==> src/design/spd_pkg.sv <==
// ----------------------------------------------------------------------------
// spd_pkg
// Shared types, codes and constants for the serial packet deframer.
// ----------------------------------------------------------------------------
package spd_pkg;

  localparam int unsigned QUEUE_DEPTH = 4;

  localparam int unsigned HDR_LEN = 6;
  localparam logic [7:0] HDR_FIRST = 8'h49;  // 'I'
  localparam logic [7:0] TYPE_RPC = 8'h03;
  localparam logic [7:0] VERSION_RESET = 8'h01;
  localparam logic [7:0] RPC_LEN_OVERHEAD = 8'h02;

  localparam logic KIND_PAYLOAD = 1'b0;
  localparam logic KIND_END = 1'b1;

  typedef enum logic [1:0] {
    ST_GOOD = 2'd0,
    ST_BAD_SUM = 2'd1,
    ST_BAD_VERSION = 2'd2,
    ST_BAD_RPC = 2'd3
  } status_t;

  // classified word handed from the front end to the back end
  typedef struct packed {
    logic kind;
    logic [7:0] pbyte;
    logic [7:0] idx;
    logic [7:0] ptype;
    logic [7:0] plen;
    logic ver_bad;
    logic sum_bad;
    logic rpc_bad;
  } spd_cmd_t;

  // "IMPROV" header bytes by position
  function automatic logic [7:0] hdr_byte(input logic [2:0] pos);
    logic [7:0] b;
    unique case (pos)
      3'd0: b = 8'h49;  // I
      3'd1: b = 8'h4D;  // M
      3'd2: b = 8'h50;  // P
      3'd3: b = 8'h52;  // R
      3'd4: b = 8'h4F;  // O
      3'd5: b = 8'h56;  // V
      default: b = 8'h49;
    endcase
    return b;
  endfunction

endpackage

==> src/design/spd_front.sv <==
// ----------------------------------------------------------------------------
// spd_front
// Byte parser: header hunt, packet field capture, running checksum, and
// classification of each accepted word into a payload or end-of-packet word.
// ----------------------------------------------------------------------------
module spd_front (
  input  logic              clk,
  input  logic              rst,
  input  logic              accept,
  input  logic [7:0]        rx_byte,
  input  logic              cfg_we,
  input  logic [7:0]        cfg_wdata,
  output logic              push,
  output spd_pkg::spd_cmd_t cmd
);

  typedef enum logic [2:0] {
    PH_HUNT = 3'd0,
    PH_VER  = 3'd1,
    PH_TYPE = 3'd2,
    PH_LEN  = 3'd3,
    PH_PAY  = 3'd4,
    PH_SUM  = 3'd5
  } phase_t;

  phase_t     phase;
  logic [2:0] header_matched;
  logic [7:0] accepted_version;
  logic [7:0] version_seen;
  logic [7:0] type_seen;
  logic [7:0] length_seen;
  logic [7:0] payload_count;
  logic [7:0] running_sum;
  logic [7:0] inner_length;

  logic [7:0] sum_next;
  logic [7:0] count_next;
  logic [2:0] matched_next;
  logic       hdr_hit;
  logic       rpc_bad;

  assign sum_next = running_sum + rx_byte;
  assign count_next = payload_count + 8'd1;
  assign matched_next = header_matched + 3'd1;
  assign hdr_hit = (rx_byte == spd_pkg::hdr_byte(header_matched));
  assign rpc_bad = (type_seen == spd_pkg::TYPE_RPC) &&
                   ((length_seen < spd_pkg::RPC_LEN_OVERHEAD) ||
                    (inner_length != (length_seen - spd_pkg::RPC_LEN_OVERHEAD)));

  always_comb begin
    push = 1'b0;
    cmd.kind = spd_pkg::KIND_PAYLOAD;
    cmd.pbyte = rx_byte;
    cmd.idx = payload_count;
    cmd.ptype = type_seen;
    cmd.plen = length_seen;
    cmd.ver_bad = 1'b0;
    cmd.sum_bad = 1'b0;
    cmd.rpc_bad = 1'b0;
    if (phase == PH_PAY) begin
      push = accept;
    end else if (phase == PH_SUM) begin
      push = accept;
      cmd.kind = spd_pkg::KIND_END;
      cmd.pbyte = 8'd0;
      cmd.idx = 8'd0;
      cmd.ver_bad = (version_seen != accepted_version);
      cmd.sum_bad = (rx_byte != running_sum);
      cmd.rpc_bad = rpc_bad;
    end
  end

  always_ff @(posedge clk) begin
    if (rst) begin
      phase <= PH_HUNT;
      header_matched <= 3'd0;
      accepted_version <= spd_pkg::VERSION_RESET;
      version_seen <= 8'd0;
      type_seen <= 8'd0;
      length_seen <= 8'd0;
      payload_count <= 8'd0;
      running_sum <= 8'd0;
      inner_length <= 8'd0;
    end else begin
      if (cfg_we) begin
        accepted_version <= cfg_wdata;
      end
      if (accept) begin
        unique case (phase)
          PH_VER: begin
            version_seen <= rx_byte;
            running_sum <= sum_next;
            phase <= PH_TYPE;
          end
          PH_TYPE: begin
            type_seen <= rx_byte;
            running_sum <= sum_next;
            phase <= PH_LEN;
          end
          PH_LEN: begin
            length_seen <= rx_byte;
            running_sum <= sum_next;
            payload_count <= 8'd0;
            inner_length <= 8'd0;
            phase <= (rx_byte == 8'd0) ? PH_SUM : PH_PAY;
          end
          PH_PAY: begin
            running_sum <= sum_next;
            if (payload_count == 8'd1) begin
              inner_length <= rx_byte;
            end
            payload_count <= count_next;
            if (count_next == length_seen) begin
              phase <= PH_SUM;
            end
          end
          PH_SUM: begin
            phase <= PH_HUNT;
            header_matched <= 3'd0;
            running_sum <= 8'd0;
          end
          default: begin
            // header hunt, restart on 'I' after a mismatch
            phase <= PH_HUNT;
            if (hdr_hit) begin
              running_sum <= (header_matched == 3'd0) ? rx_byte : sum_next;
              if (matched_next == 3'(spd_pkg::HDR_LEN)) begin
                header_matched <= 3'd0;
                phase <= PH_VER;
              end else begin
                header_matched <= matched_next;
              end
            end else if (rx_byte == spd_pkg::HDR_FIRST) begin
              running_sum <= rx_byte;
              header_matched <= 3'd1;
            end else begin
              running_sum <= 8'd0;
              header_matched <= 3'd0;
            end
          end
        endcase
      end
    end
  end

  a_pay_len_nonzero: assert property (@(posedge clk) disable iff (rst)
    (phase == PH_PAY) |-> (length_seen != 8'd0))
    else $error("payload phase with zero length");

  a_pay_count_bound: assert property (@(posedge clk) disable iff (rst)
    (phase == PH_PAY) |-> (payload_count < length_seen))
    else $error("payload count ran past declared length");

  a_match_bound: assert property (@(posedge clk) disable iff (rst)
    header_matched < 3'(spd_pkg::HDR_LEN))
    else $error("header match count out of range");

endmodule

==> src/design/spd_fifo.sv <==
// ----------------------------------------------------------------------------
// spd_fifo
// Short queue of classified words between the front and back ends.
// ----------------------------------------------------------------------------
module spd_fifo #(
  parameter int unsigned DEPTH = spd_pkg::QUEUE_DEPTH
) (
  input  logic              clk,
  input  logic              rst,
  input  logic              push,
  input  spd_pkg::spd_cmd_t wdata,
  input  logic              pop,
  output spd_pkg::spd_cmd_t rdata,
  output logic              nonempty,
  output logic              full
);

  localparam int unsigned PW = (DEPTH > 1) ? $clog2(DEPTH) : 1;
  localparam int unsigned CW = $clog2(DEPTH + 1);

  spd_pkg::spd_cmd_t mem [DEPTH];
  logic [PW-1:0] wr_ptr;
  logic [PW-1:0] rd_ptr;
  logic [CW-1:0] count;

  logic do_push;
  logic do_pop;

  assign full = (count == CW'(DEPTH));
  assign nonempty = (count != '0);
  assign do_push = push && !full;
  assign do_pop = pop && nonempty;
  assign rdata = mem[rd_ptr];

  always_ff @(posedge clk) begin
    if (do_push) begin
      mem[wr_ptr] <= wdata;
    end
  end

  always_ff @(posedge clk) begin
    if (rst) begin
      wr_ptr <= '0;
      rd_ptr <= '0;
      count <= '0;
    end else begin
      if (do_push) begin
        wr_ptr <= (wr_ptr == PW'(DEPTH - 1)) ? '0 : wr_ptr + PW'(1);
      end
      if (do_pop) begin
        rd_ptr <= (rd_ptr == PW'(DEPTH - 1)) ? '0 : rd_ptr + PW'(1);
      end
      if (do_push && !do_pop) begin
        count <= count + CW'(1);
      end else if (do_pop && !do_push) begin
        count <= count - CW'(1);
      end
    end
  end

  a_no_overflow: assert property (@(posedge clk) disable iff (rst)
    push |-> !full)
    else $error("word pushed into full queue");

  a_count_bound: assert property (@(posedge clk) disable iff (rst)
    count <= CW'(DEPTH))
    else $error("queue count out of range");

endmodule

==> src/design/spd_back.sv <==
// ----------------------------------------------------------------------------
// spd_back
// Output stage: resolves end-of-packet status and holds the result word
// until the consumer takes it.
// ----------------------------------------------------------------------------
module spd_back (
  input  logic              clk,
  input  logic              rst,
  input  logic              q_valid,
  input  spd_pkg::spd_cmd_t q_data,
  output logic              q_pop,
  output logic              out_valid,
  input  logic              out_ready,
  output logic              result_kind,
  output logic [7:0]        payload_byte,
  output logic [7:0]        byte_index,
  output logic [7:0]        packet_type,
  output logic [7:0]        payload_length,
  output logic [1:0]        status,
  output logic              last
);

  spd_pkg::status_t status_next;

  assign q_pop = q_valid && (!out_valid || out_ready);

  // version beats checksum, checksum beats rpc length
  always_comb begin
    if (q_data.kind != spd_pkg::KIND_END) begin
      status_next = spd_pkg::ST_GOOD;
    end else if (q_data.ver_bad) begin
      status_next = spd_pkg::ST_BAD_VERSION;
    end else if (q_data.sum_bad) begin
      status_next = spd_pkg::ST_BAD_SUM;
    end else if (q_data.rpc_bad) begin
      status_next = spd_pkg::ST_BAD_RPC;
    end else begin
      status_next = spd_pkg::ST_GOOD;
    end
  end

  always_ff @(posedge clk) begin
    if (rst) begin
      out_valid <= 1'b0;
    end else if (q_pop) begin
      out_valid <= 1'b1;
    end else if (out_ready) begin
      out_valid <= 1'b0;
    end
  end

  always_ff @(posedge clk) begin
    if (q_pop) begin
      result_kind <= q_data.kind;
      payload_byte <= q_data.pbyte;
      byte_index <= q_data.idx;
      packet_type <= q_data.ptype;
      payload_length <= q_data.plen;
      status <= status_next;
      last <= (q_data.kind == spd_pkg::KIND_END);
    end
  end

endmodule

==> src/design/serial_packet_deframer_top.sv <==
// ----------------------------------------------------------------------------
// serial_packet_deframer_top
// Pulls IMPROV-framed packets out of a received byte stream.
// ----------------------------------------------------------------------------
// an accepted word goes into the result queue, then into the output register
// throughput: one byte per cycle while the result queue is not full;
// in_ready drops only when the QUEUE_DEPTH result queue is full
// reset: synchronous rst clears parser to header hunt, empties the queue,
//   drops out_valid and sets accepted version to 1
module serial_packet_deframer_top #(
  parameter int unsigned QUEUE_DEPTH = spd_pkg::QUEUE_DEPTH
) (
  input  logic       clk,
  input  logic       rst,
  input  logic       in_valid,
  output logic       in_ready,
  input  logic [7:0] rx_byte,
  input  logic       cfg_we,
  input  logic [7:0] cfg_wdata,
  output logic       out_valid,
  input  logic       out_ready,
  output logic       result_kind,
  output logic [7:0] payload_byte,
  output logic [7:0] byte_index,
  output logic [7:0] packet_type,
  output logic [7:0] payload_length,
  output logic [1:0] status,
  output logic       last
);

  spd_pkg::spd_cmd_t front_cmd;
  spd_pkg::spd_cmd_t q_data;
  logic              front_push;
  logic              q_full;
  logic              q_valid;
  logic              q_pop;
  logic              accept;

  assign in_ready = !q_full;
  assign accept = in_valid && in_ready;

  spd_front u_front (
    .clk       (clk),
    .rst       (rst),
    .accept    (accept),
    .rx_byte   (rx_byte),
    .cfg_we    (cfg_we),
    .cfg_wdata (cfg_wdata),
    .push      (front_push),
    .cmd       (front_cmd)
  );

  spd_fifo #(
    .DEPTH (QUEUE_DEPTH)
  ) u_fifo (
    .clk      (clk),
    .rst      (rst),
    .push     (front_push),
    .wdata    (front_cmd),
    .pop      (q_pop),
    .rdata    (q_data),
    .nonempty (q_valid),
    .full     (q_full)
  );

  spd_back u_back (
    .clk            (clk),
    .rst            (rst),
    .q_valid        (q_valid),
    .q_data         (q_data),
    .q_pop          (q_pop),
    .out_valid      (out_valid),
    .out_ready      (out_ready),
    .result_kind    (result_kind),
    .payload_byte   (payload_byte),
    .byte_index     (byte_index),
    .packet_type    (packet_type),
    .payload_length (payload_length),
    .status         (status),
    .last           (last)
  );

endmodule

==> config.mk <==
export PLATFORM = sky130hd
export DESIGN_NAME = serial_packet_deframer_top
export DESIGN_NICKNAME = d
export VERILOG_FILES = /design/src/design/spd_pkg.sv /design/src/design/spd_front.sv /design/src/design/spd_fifo.sv /design/src/design/spd_back.sv /design/src/design/serial_packet_deframer_top.sv
export SDC_FILE = /design/constraint.sdc
export NUM_CORES = 1
export LEC_CHECK = 0
export ABC_AREA = 1
export BUFFER_PORTS_ARGS = -buffer_cell sky130_fd_sc_hd__buf_4
export CORE_MARGIN = 2
export CORE_UTILIZATION = 65
export DETAILED_ROUTE_END_ITERATION = 10
export PLACE_DENSITY = 0.94
export SYNTH_ARGS = -nofsm -noshare
export SYNTH_HDL_FRONTEND = slang
export SYNTH_SLANG_ARGS = --single-unit
==> constraint.sdc <==
create_clock -name clk -period 9.5 [get_ports clk]
set_input_delay 1.9 -clock clk [delete_from_list [all_inputs] [get_ports clk]]
set_output_delay 1.9 -clock clk [all_outputs]
set_load 0.02 [all_outputs]
# ---- Word-level counts from Yosys, hierarchy flattened
# Memories as Yosys holds them, arrays and structs flattened. A register that Yosys moved wholly into a read port is not among the register bits.
# Cells that the tools add are included.
dict set report totals {
  ff_bits 105
  latchBits 0
  ram_bits 144
  romBits 0
  inputBits 21
  wordCells 120
  memories 1
}
dict set report op_classes {
  add_sub_neg 8
  n_mul 0
  div 0
  n_lt_le_gt_ge 1
  n_eq_ne 24
  shift 0
  n_mux 36
  bitwise 2
  n_reduce_logical 28
}
# memory words width rd rd_ports_with_merged_regs write_ports line_no
set memory_table {}
lappend memory_table {u_fifo.mem 4 36 1 1 1 spd_fifo.sv:21} ;# spd_pkg::spd_cmd_t mem [DEPTH];
# op count
set ops {}
lappend ops {{$pmux 8 s2} 3}
lappend ops {{$mux 17} 2}
lappend ops {{$mux 8} 4}
lappend ops {{$pmux 5 s5} 1}
lappend ops {{$mux 3} 8}
lappend ops {{$ne 8x8->1} 3}
lappend ops {{$eq 3x3->1 const B} 6}
lappend ops {{$pmux 3 s5} 1}
lappend ops {{$mux 2} 7}
lappend ops {{$eq 3x2->1 const B} 4}
lappend ops {{$reduce_and 2->1} 6}
lappend ops {{$mux 1} 9}
lappend ops {{$add 8x1->8 const B} 1}
lappend ops {{$add 8x8->8} 1}
lappend ops {{$eq 8x1->1 const B} 1}
lappend ops {{$eq 8x2->1 const B} 1}
lappend ops {{$eq 8x7->1} 1}
lappend ops {{$eq 8x7->1 const B} 1}
lappend ops {{$eq 8x8->1} 1}
lappend ops {{$logic_not 8->1} 1}
lappend ops {{$lt 8x2->1 const B} 1}
lappend ops {{$sub 8x2->8 const B} 1}
lappend ops {{$logic_and 1x1->1} 7}
lappend ops {{$add 3x1->3 const B} 2}
lappend ops {{15 further kinds} 26}

# ---- Longest topological paths before layout
dict set report logic_depth {
  depth_word 10
  depth_mapped 14
  mapped_depth_nobuf 14
}

# ---- Cells and area by module
# From an unflattened synthesis, not the netlist that was laid out.
dict set report unflattened {
  hier_cells 1052
  hier_area_um2 10891.7
}
# mod n_inst cells_each area_each_um2
set by_module_without_submodules {}
lappend by_module_without_submodules {spd_fifo 1 418 5868.1}
lappend by_module_without_submodules {spd_front 1 582 3868.7}
lappend by_module_without_submodules {spd_back 1 49 1141.1}
lappend by_module_without_submodules {serial_packet_deframer_top 1 3 13.8}

# ---- Worst setup path after synthesis
# OpenSTA, ideal clock, no wires.
dict set report synth_path {
  path_type {input to register}
  start {input port out_ready}
  end {register u_fifo.count[1]}
  setup_ps 120
  arrival_time_ps 5065
  slack_ps 4314
  stages 8
  n_path_buf 0
  cell_sequence {nor2_1 -> a31oi_1 -> inv_1 -> ha_1 -> inv_1 -> fa_1 -> o21ai_0 -> a21oi_1}
}
dict set report synth_between {
  elab_chain_len 6
  word_cells_on_any_way 8
}
# element line_no
set synth_lines {}
lappend synth_lines {{start: declaration} serial_packet_deframer_top.sv:21} ;# input logic out_ready,
lappend synth_lines {{$logic_or 1x1->1 *} spd_back.sv:25} ;# assign q_pop = q_valid && (!out_valid || out_ready);
lappend synth_lines {{$logic_and 1x1->1 *} spd_back.sv:25}
lappend synth_lines {{net q_pop} serial_packet_deframer_top.sv:36} ;# logic q_pop;
lappend synth_lines {{$logic_and 1x1->1 *} spd_fifo.sv:32} ;# assign do_pop = pop && nonempty;
lappend synth_lines {{$logic_not 1->1} spd_fifo.sv:53} ;# if (do_push && !do_pop) begin
lappend synth_lines {{$logic_and 1x1->1} spd_fifo.sv:53}
lappend synth_lines {{$mux 3 / $reduce_bool 2->1 (equally long branches)} -}
lappend synth_lines {{end signal: assignment} spd_fifo.sv:54} ;# count <= count + CW'(1);
lappend synth_lines {{end signal: assignment} spd_fifo.sv:56} ;# count <= count - CW'(1);
lappend synth_lines {{end: declaration} spd_fifo.sv:24} ;# logic [CW-1:0] count;
# Mark *: on every way through the listed nets, which the timed path passes. The rest lies on a longest branch.
# A chain may end at the register's enable or synchronous reset.

# ---- Worst setup path after layout
dict set report layout_path {
  start {input port in_valid}
  end {memory u_fifo.mem[2][13] in the netlist's numbering (enable)}
}
dict set report layout_between {
  elab_chain_len 6
}
# element line_no
set layout_lines {}
lappend layout_lines {{start: declaration} serial_packet_deframer_top.sv:15} ;# input logic in_valid,
lappend layout_lines {{$logic_and 1x1->1 *} serial_packet_deframer_top.sv:40} ;# assign accept = in_valid && in_ready;
lappend layout_lines {{$mux 1} spd_front.sv:62} ;# end else if (phase == PH_SUM) begin
lappend layout_lines {{$mux 1 *} spd_front.sv:60} ;# if (phase == PH_PAY) begin
lappend layout_lines {{$logic_and 1x1->1 *} spd_fifo.sv:31} ;# assign do_push = push && !full;
lappend layout_lines {{net u_fifo.do_push} spd_fifo.sv:26} ;# logic do_push;
lappend layout_lines {{$mux 1 *} spd_fifo.sv:36} ;# if (do_push) begin
lappend layout_lines {{$mux 1 (implied by the code) *} spd_fifo.sv:37} ;# mem[wr_ptr] <= wdata;
lappend layout_lines {{end: declaration} spd_fifo.sv:21}
# Marked as above.

==> results.cfg <==
[synthesis]
synthCells = 1011
yosysTopAreaCellShare_pct = 50.3
async_flop_share_pct = 0
synth.area.top_cells = edfxtp_1 (50%), dfxtp_1 (13%), o21ai_0 (5.7%)
synthesis.nets = 1057
synthFlopType = edfxtp_1
synth_area_um2 = 10700
yosys.area.top_type = edfxtp_1
yosysSeqAreaShare_pct = 63.8
syn_avg_cell_area_um2 = 10.6
yosysUniqueCellTypes = 48
ys_ff_latch = 251
ys_warn_count = 0
synth_edf_count = 179

[place]
placed_area_um2 = 11300
dp_worst_setup_slack_ns = 5.60
dpl.hpwl_um = 14900
dpl.cell_count = 1252
gp_congestion = 0.907
port_buffers = 58

[timing]
setup_viol = 0
slew_headroom_pct = 21.5
fin_crit_sh_pct = 35.7
finClkSkew_ns = 0.0127
worst_pin_slew_ns = 1.17
setup_tns_ns = 0
final_hold_viol_count = 0
setup_ws_ns = 6.11
rsz0062_at_grt = no
period_needed_ns = 3.39
max_freq_ghz = 0.295
slew_violations = 0

[clock_tree]
clock_sinks = 251
clockRootBuffer = clkbuf_16
ctsLongestPathBuffers = 3
cts_setup_buffers = 0
cts_resized = 0
cts_buffers = 24
cts.clk_slew.worst_paths_ns = 0.06
insertion_delay_ns = 0.52
htreeDepth = 1
cts_tree = done
ctsHoldBuffers = 0

[floorplan]
num_rows = 46
start_util_pct = 66.8
io_pins = 59
fp.dieW_um = 132
coreArea_um2 = 16000
die_h_um = 132
die-area_um2 = 17500

[worst_setup_path]
crit_end = u_fifo.mem[2][13]$_DFFE_PP_
crit_start = in_valid
arrival_ns = 3.52
r2r_cells = 6
crit_required_ns = 9.63
path_class = in -> reg
endpoint_kind = flip-flop
start_kind = input pin
r2r_end = u_fifo.mem[2][13]$_DFFE_PP_
r2r-start = u_fifo.count[0]$_SDFFE_PP0P_
path_max_fanout = 36
reg2reg_slack_ns = 6.88

[cells_and_area]
antenna_cells = 0
drive_gt1_share_pct = 12.3
fillers = 986
fin_util_pct = 75.3
nets = 1108
final_cells = 1296
area_delta_synth_final_pct = 12.8
design_area_um2 = 12100

[drt]
detail-route-antenna-nets = 0
drc = 0
vias = 7967
drtIter0Drc = 1076
wire_per_inst_um = 19.5
first_pass_iters = 7
routed_wl_um = 25200
via_per_inst = 6.15

[global_routing]
grt_start_max_net_pins = 74
grt.total_usage_pct = 28.3
grt_pass1_vias = 7313
overflow = 0
grt_pass1_wl_um = 39200
antenna_found_initial = 0

[worst_hold_path]
hold_path_class = reg -> reg

[run]
cap_violations = 0

[status]
status = finished, final reports clean

[pwr]
max-vdd-ir-drop_mv = 0.192
leakage_nw = 4.48
powerDensity_nw_per_um2 = 254
## layout by cell type (no fill, tap or decap), drive strengths merged, types with 2 or more instances in the layout
cell type / Yosys / final
xnor2: 12 / 12
clkbuf: 27 / 33
nor3: 10 / 10
o211ai: 2 / 2
ha: 23 / 23
a211oi: 2 / 2
nand4: 6 / 6
fa: 2 / 2
nand3: 41 / 41
o22ai: 33 / 33
o21ai: 129 / 129
nand2: 136 / 136
inv: 89 / 89
dfxtp: 72 / 72
edfxtp: 179 / 179
a31oi: 4 / 4
nor2: 123 / 123
a32o: 2 / 2
a21oi: 74 / 74
nand3b: 2 / 2
or2: 2 / 2
buf: 12 / 64
nor4: 5 / 5
xor2: 15 / 15
clkinv: 3 / 12
## synth_stat cells, drive strengths merged, types with 10 or more instances
library cell  instances
nor3                 10
edfxtp              179
nor2                123
xor2                 15
inv                  89
ha                   23
nand2               136
a21oi                74
xnor2                12
buf                  12
o22ai                33
clkbuf               27
nand3                41
o21ai               129
dfxtp                72
## how the worst min path moves through the flow
stage | startpoint | endpoint | depth (start not counted)
floorplan | u_front.version_seen[1]$_SDFFE_PP0P_ | u_front.version_seen[1]$_SDFFE_PP0P_ | 2
global placement | u_front.version_seen[1]$_SDFFE_PP0P_ | u_front.version_seen[1]$_SDFFE_PP0P_ | 2
detailed placement | u_front.version_seen[1]$_SDFFE_PP0P_ | u_front.version_seen[1]$_SDFFE_PP0P_ | 2
CTS | u_front.accepted_version[1]$_SDFFE_PP0P_ | u_front.accepted_version[1]$_SDFFE_PP0P_ | 2
global route | u_front.inner_length[1]$_SDFFE_PP0P_ | u_front.inner_length[1]$_SDFFE_PP0P_ | 2
finish | u_front.accepted_version[1]$_SDFFE_PP0P_ | u_front.accepted_version[1]$_SDFFE_PP0P_ | 2
## cell families (layout without fill, tap and decap cells)
logic type	count (synthesis)	in the layout	share of synthesized area (%)
fa+ha+maj	25	25	3.07
xor+xnor	27	27	2.21
compound gates	252	252	12.8
buf+inv	131	200	4.81
simple gates	325	325	13.2
flops	251	251	63.8
## registers in the layout, summed over array words and instances, names as in the netlist, 3 cells and up, named ones only
signal                    count
u_front.type_seen             8
u_front.header_matched        3
u_fifo.count                  3
u_front.length_seen           8
u_front.running_sum           8
u_front.phase                 3
u_back.byte_index             8
u_back.payload_byte           8
u_front.inner_length          8
u_fifo.mem                  144
u_front.accepted_version      8
u_front.version_seen          8
u_back.payload_length         8
u_back.packet_type            8
u_front.payload_count         8
## area by class of cell
type	count	area [um^2]	area share, %
repair buffers	64	480	3.99
clock inverters	11	82.6	0.685
inverters	92	350	2.91
multi-input cells	629	3390	28.2
clock buffers	33	656	5.44
flip-flops and latches	251	6820	56.6
well taps	216	270	2.24
## through the flow
stage / hold WS, ns / total power (W)
2_1_floorplan: 0.444 / 0.00189
3_3_place_gp: 0.459 / 0.00211
3_5_place_dp: 0.468 / 0.00214
4_1_cts: 0.481 / 0.00306
5_1_grt: 0.494 / 0.00317
6_report: 0.481 / 0.00307
## metal layers
layer | up-vias | share of wire (%) | GRT usage [%] | wire length, um
met5 | - | 0 | 0 | 0
met4 | 0 | 3.5 | 10.5 | 884
met3 | 84 | 9.3 | 3.58 | 2350
met2 | 512 | 49 | 47.2 | 12300
met1 | 3754 | 38 | 38.5 | 9700
li1 | 3617 | - | - | -
## critical path: stages
cell	delay [ns]
buf_4	0.09
nand2_4	0.11
nor2_1	0.18
inv_1	0.25
nor2_4	0.95
## report_power, final
part	internal [W]	total [W]	switching [W]
Combinational	0.000247	0.000759	0.000512
Clock	0.000512	0.000914	0.000403
Sequential	0.00134	0.00139	0.0000536
(Power assumes the default switching activity.)
